===== config.mk =====
export PLATFORM = sky130hd
export DESIGN_NAME = dpkv_ctrl
export DESIGN_NICKNAME = d
export VERILOG_FILES = /design/src/sv/dpkv_pkg.sv /design/src/sv/dpkv_ctrl.sv
export SDC_FILE = /design/constraint.sdc
export NUM_CORES = 1
export LEC_CHECK = 0
export BUFFER_PORTS_ARGS = -buffer_cell sky130_fd_sc_hd__buf_4
export CAP_MARGIN = 0
export CELL_PAD_IN_SITES_DETAIL_PLACEMENT = 0
export CELL_PAD_IN_SITES_GLOBAL_PLACEMENT = 2
export CORE_AREA = 2 2 39 41
export CTS_CLUSTER_DIAMETER = 100
export DETAILED_ROUTE_END_ITERATION = 8
export DIE_AREA = 0 0 41 43
export GPL_ROUTABILITY_DRIVEN = 0
export PLACE_DENSITY_LB_ADDON = 0.12
export SYNTH_ARGS = -nofsm -noshare
export SYNTH_HDL_FRONTEND = slang
export SYNTH_SLANG_ARGS = --single-unit
export TNS_END_PERCENT = 50

===== constraint.sdc =====
create_clock -name clk -period 2.1 [get_ports clk]
set_input_delay 0.525 -clock clk [delete_from_list [all_inputs] [get_ports clk]]
set_output_delay 0.525 -clock clk [all_outputs]
set_load 0.005 [all_outputs]

===== src/sv/dpkv_pkg.sv =====
`timescale 1ns / 1ps
// ----------------------------------------------------------------------------
// dpkv_pkg
// Shared types and codes for the depth-preferred key/value table.
// ----------------------------------------------------------------------------
package dpkv_pkg;

  localparam int KEY_W   = 62;  // stored key: raw key >> 2
  localparam int DEPTH_W = 8;
  localparam int VALUE_W = 16;
  localparam int ENTRY_W = KEY_W + DEPTH_W + VALUE_W;

  localparam logic REQ_WRITE = 1'b0;
  localparam logic REQ_READ  = 1'b1;

  localparam logic [2:0] ST_HIT     = 3'd0;
  localparam logic [2:0] ST_MISS    = 3'd1;
  localparam logic [2:0] ST_UPDATED = 3'd2;
  localparam logic [2:0] ST_KEPT    = 3'd3;
  localparam logic [2:0] ST_INSERT  = 3'd4;
  localparam logic [2:0] ST_FULL    = 3'd5;

  typedef enum logic [1:0] {
    S_IDLE,
    S_SCAN,
    S_MISS,
    S_RESP
  } ctrl_state_t;

  // controller -> datapath
  typedef struct packed {
    logic start;        // latch request, restart scan
    logic scan;         // issue next read, compare previous
    logic decide_hit;   // first matching entry found
    logic decide_miss;  // no match: scan ended or table was empty
    logic load_out;     // move result into output register
  } dpkv_cmd_t;

  // datapath -> controller
  typedef struct packed {
    logic empty;
    logic match;
    logic last;
    logic out_free;
  } dpkv_sts_t;

endpackage


===== src/sv/dpkv_ctrl.sv =====
`timescale 1ns / 1ps
// ----------------------------------------------------------------------------
// dpkv_ctrl
// Sequencer: accept, scan entries, decide, hand result to output register.
// ----------------------------------------------------------------------------
module dpkv_ctrl (
  input  logic              clk,
  input  logic              rst,
  input  logic              req_valid,
  output logic              req_ready,
  input  dpkv_pkg::dpkv_sts_t sts,
  output dpkv_pkg::dpkv_cmd_t cmd
);

  dpkv_pkg::ctrl_state_t state, state_next;

  always_ff @(posedge clk) begin
    if (rst) begin
      state <= dpkv_pkg::S_IDLE;
    end else begin
      state <= state_next;
    end
  end

  always_comb begin
    state_next = state;
    cmd        = '0;
    req_ready  = 1'b0;
    unique case (state)
      dpkv_pkg::S_IDLE: begin
        req_ready = 1'b1;
        if (req_valid) begin
          cmd.start  = 1'b1;
          state_next = sts.empty ? dpkv_pkg::S_MISS : dpkv_pkg::S_SCAN;
        end
      end
      dpkv_pkg::S_SCAN: begin
        cmd.scan = 1'b1;
        if (sts.match) begin
          cmd.decide_hit = 1'b1;
          state_next     = dpkv_pkg::S_RESP;
        end else if (sts.last) begin
          state_next = dpkv_pkg::S_MISS;
        end
      end
      dpkv_pkg::S_MISS: begin
        cmd.decide_miss = 1'b1;
        state_next      = dpkv_pkg::S_RESP;
      end
      dpkv_pkg::S_RESP: begin
        if (sts.out_free) begin
          cmd.load_out = 1'b1;
          state_next   = dpkv_pkg::S_IDLE;
        end
      end
      default: state_next = dpkv_pkg::S_IDLE;
    endcase
  end

  a_accept_starts: assert property (@(posedge clk) disable iff (rst)
    (req_valid && req_ready) |=> (state == dpkv_pkg::S_SCAN || state == dpkv_pkg::S_MISS))
    else $error("accepted item did not start a scan");

  a_resp_drains: assert property (@(posedge clk) disable iff (rst)
    (state == dpkv_pkg::S_RESP && sts.out_free) |=> state == dpkv_pkg::S_IDLE)
    else $error("result not handed off when output register was free");

  a_ready_idle: assert property (@(posedge clk) disable iff (rst)
    req_ready |-> state == dpkv_pkg::S_IDLE)
    else $error("input ready outside idle");

endmodule


==> flow_summary.json <==
{
  "outcome": "completed",
  "seqPwrFrac": 0.190,
  "synth_area_per_cell_um2": 9.02,
  "cts_resized": 0,
  "wl_per_cell_um": 9.35,
  "clock_path_buffers": 2,
  "worstPathArrival_ns": 1.28,
  "num-nets-final": 53,
  "die_h_um": 43,
  "synth_top_family_by_area": "adder cells",
  "reg.largest.list": "state x2",
  "maxSlewHeadroom": 0.818,
  "cp_top_family": "flip-flops",
  "final_cell_mix": "buf_4 (12), ha_1 (5), inv_1 (4), and2_1 (3), clkbuf_4 (3)",
  "ys_types": 12,
  "drv_slew": 0,
  "syn_nets": 36,
  "initial_core_util": 0.156,
  "cts_tree": "done",
  "slowest_delay_ns": 0.40,
  "combPwrFrac": 0.605,
  "die_area_um2": 1760,
  "final_antenna_net_count": 0,
  "n_antenna_cell": 0,
  "postCtsSetupRepairBufs": 0,
  "critPathLaunchType": "flip-flop",
  "synth_xor_area_frac": 0,
  "post-route-worst-setup-slack_ns": 0.298,
  "routed_via_density": 3.55,
  "final_cell_area_um2": 349,
  "period_share": 0.858,
  "antenna_found_initial": 0,
  "drt_wl_total_um": 514,
  "htree_levels": 1,
  "setup_tns_ns": 0,
  "grt_pass1_wl_um": 765,
  "p_sw_uw": 150,
  "grt_pass1_vias": 190,
  "fmax_mhz": 555,
  "tritoncts.num_buffers": 3,
  "clk_pin_slew_ns": 0.03,
  "ctsHoldBuffers": 0,
  "largest_reg_flops": 2,
  "p_per_area_nw_per_um2": 1170,
  "grt-ovfl-total": 0,
  "hold_viol": 0,
  "netlist_instances": 24,
  "drive_above_1_share": 0.410,
  "die_x_um": 41,
  "layout_commonest_cell": "buf_4",
  "clockPowerShare": 0.205,
  "clk_latency_ns": 0.22,
  "yosys_warnings": 0,
  "synth_compound_area_frac": 0.127,
  "endpoint_kind": "output pin",
  "crit_chain": "inv_1 -> ha_1 -> and2_1 -> buf_4",
  "fp.coreArea_um2": 1380,
  "synth-simple-area-share": 0.185,
  "swShare": 0.368,
  "pre_cts_ws_ns": 0.515,
  "crit_fanout": 6,
  "hold_path.class": "flip-flop to flip-flop",
  "io-pin-count": 13,
  "vias": 195,
  "critPathSlowestCell": "dfxtp_1",
  "maxCapViolCount": 0,
  "drtPass1Iterations": 2,
  "num_rows": 14,
  "critPathRequiredTime_ns": 1.57,
  "netlist_area_um2": 216,
  "leakage_nw": 0.185,
  "setup_viol": 0,
  "synthAdderAreaFrac": 0.289,
  "drcViolationCount": 0,
  "grtUsageTotal": 0.0711,
  "min_period_ns": 1.80,
  "fin_skew_ns": 0.00248,
  "ys_ff_latch": 2,
  "drt-initial-drc-count": 4,
  "area_delta_synth_final_pct": 61.3,
  "placed_cell_area_um2": 327,
  "rsz0062_at_grt": "no",
  "grt_max_degree": 7,
  "cell_internal_pwr_uw": 258,
  "tightestPinTransition_ns": 0.273,
  "path_class": "flip-flop to output pin",
  "cp_num_buf_inv": 2,
  "post-route-util": 0.252,
  "cts-root-buf": "clkbuf_4",
  "io_buffers": 12,
  "regMostFlops": "state",
  "cts_sinks": 2,
  "ys_seq_area_frac": 0.185,
  "ir_worst_vdd_mv": 0.406,
  "muxShareOfSynthArea": 0.145
}
-- metal layers --
layer  vias to the layer above  track usage  part of all wire
met2                         9       0.0781              0.46
met1                        76       0.0895              0.43
met3                         0       0.0314              0.11
met5                         -            0                 0
li1                        110            -                 -
met4                         0       0.0800                 0
-- power groups by stage --
stage / clock network (mW) / registers, mW / logic [mW]
2_1_floorplan: 0 / 0.0727 / 0.153
3_3_place_gp: 0 / 0.0772 / 0.262
3_5_place_dp: 0 / 0.0782 / 0.255
4_1_cts: 0.0912 / 0.0776 / 0.255
5_1_grt: 0.0899 / 0.0806 / 0.279
6_report: 0.0837 / 0.0773 / 0.247
-- cells in the mapped netlist --
| library cell | count | area [um2] |
|---|---|---|
| ha_1 | 5 | 62.6 |
| inv_1 | 4 | 15.0 |
| and2_1 | 3 | 18.8 |
| dfxtp_1 | 2 | 40.0 |
| mux2i_1 | 2 | 20.0 |
| nor2_1 | 2 | 7.51 |
| a21oi_1 | 1 | 5.00 |
| a221oi_2 | 1 | 15.0 |
| mux2_1 | 1 | 11.3 |
| nand2b_1 | 1 | 6.26 |
| nor3b_1 | 1 | 7.51 |
| o31ai_1 | 1 | 7.51 |
-- final timing paths --
check	startpoint	end	slack, ns	cells past startpoint
worst min-delay path	state[0]	state[0]	0.54	2
worst max register to register	state[0]	state[1]	0.54	4
worst max-delay path	state[0]	cmd[4]	0.30	4
worst min register to register	state[0]	state[0]	0.54	2
-- through the flow --
| step | power (mW) | hold slack, ns | std cells |
|---|---|---|---|
| 2_1_floorplan | 0.225 | 0.498 | 24 |
| 3_3_place_gp | 0.340 | 0.543 | 52 |
| 3_5_place_dp | 0.333 | 0.542 | 52 |
| 4_1_cts | 0.424 | 0.546 | 55 |
| 5_1_grt | 0.450 | 0.579 | 55 |
| 6_report | 0.408 | 0.538 | 55 |
-- cells by family (layout without fill, tap and decap cells) --
kind of cell,after synthesis,in the layout
AND/OR/NAND/NOR,7,7
adder cells (fa/ha/maj),5,5
buffers and inverters,4,19
AO/OA/AOI/OAI,3,3
multiplexers,3,3
flip-flops,2,2
-- tightest hold or removal path, cell delays in order (launching register included) --
cell      delay (ns)
dfxtp_1         0.34
nand2b_1        0.08
mux2i_1         0.06
-- layout make-up --
class / instances / area, um2
Clock buffer: 3 / 22.5
Fill cell: 155 / 1030
Inverter: 4 / 15.0
Multi-Input combinational cell: 18 / 161
Sequential cell: 2 / 40.0
Tap cell: 16 / 20.0
Timing Repair Buffer: 12 / 90.1
(Power assumes the default switching activity.)
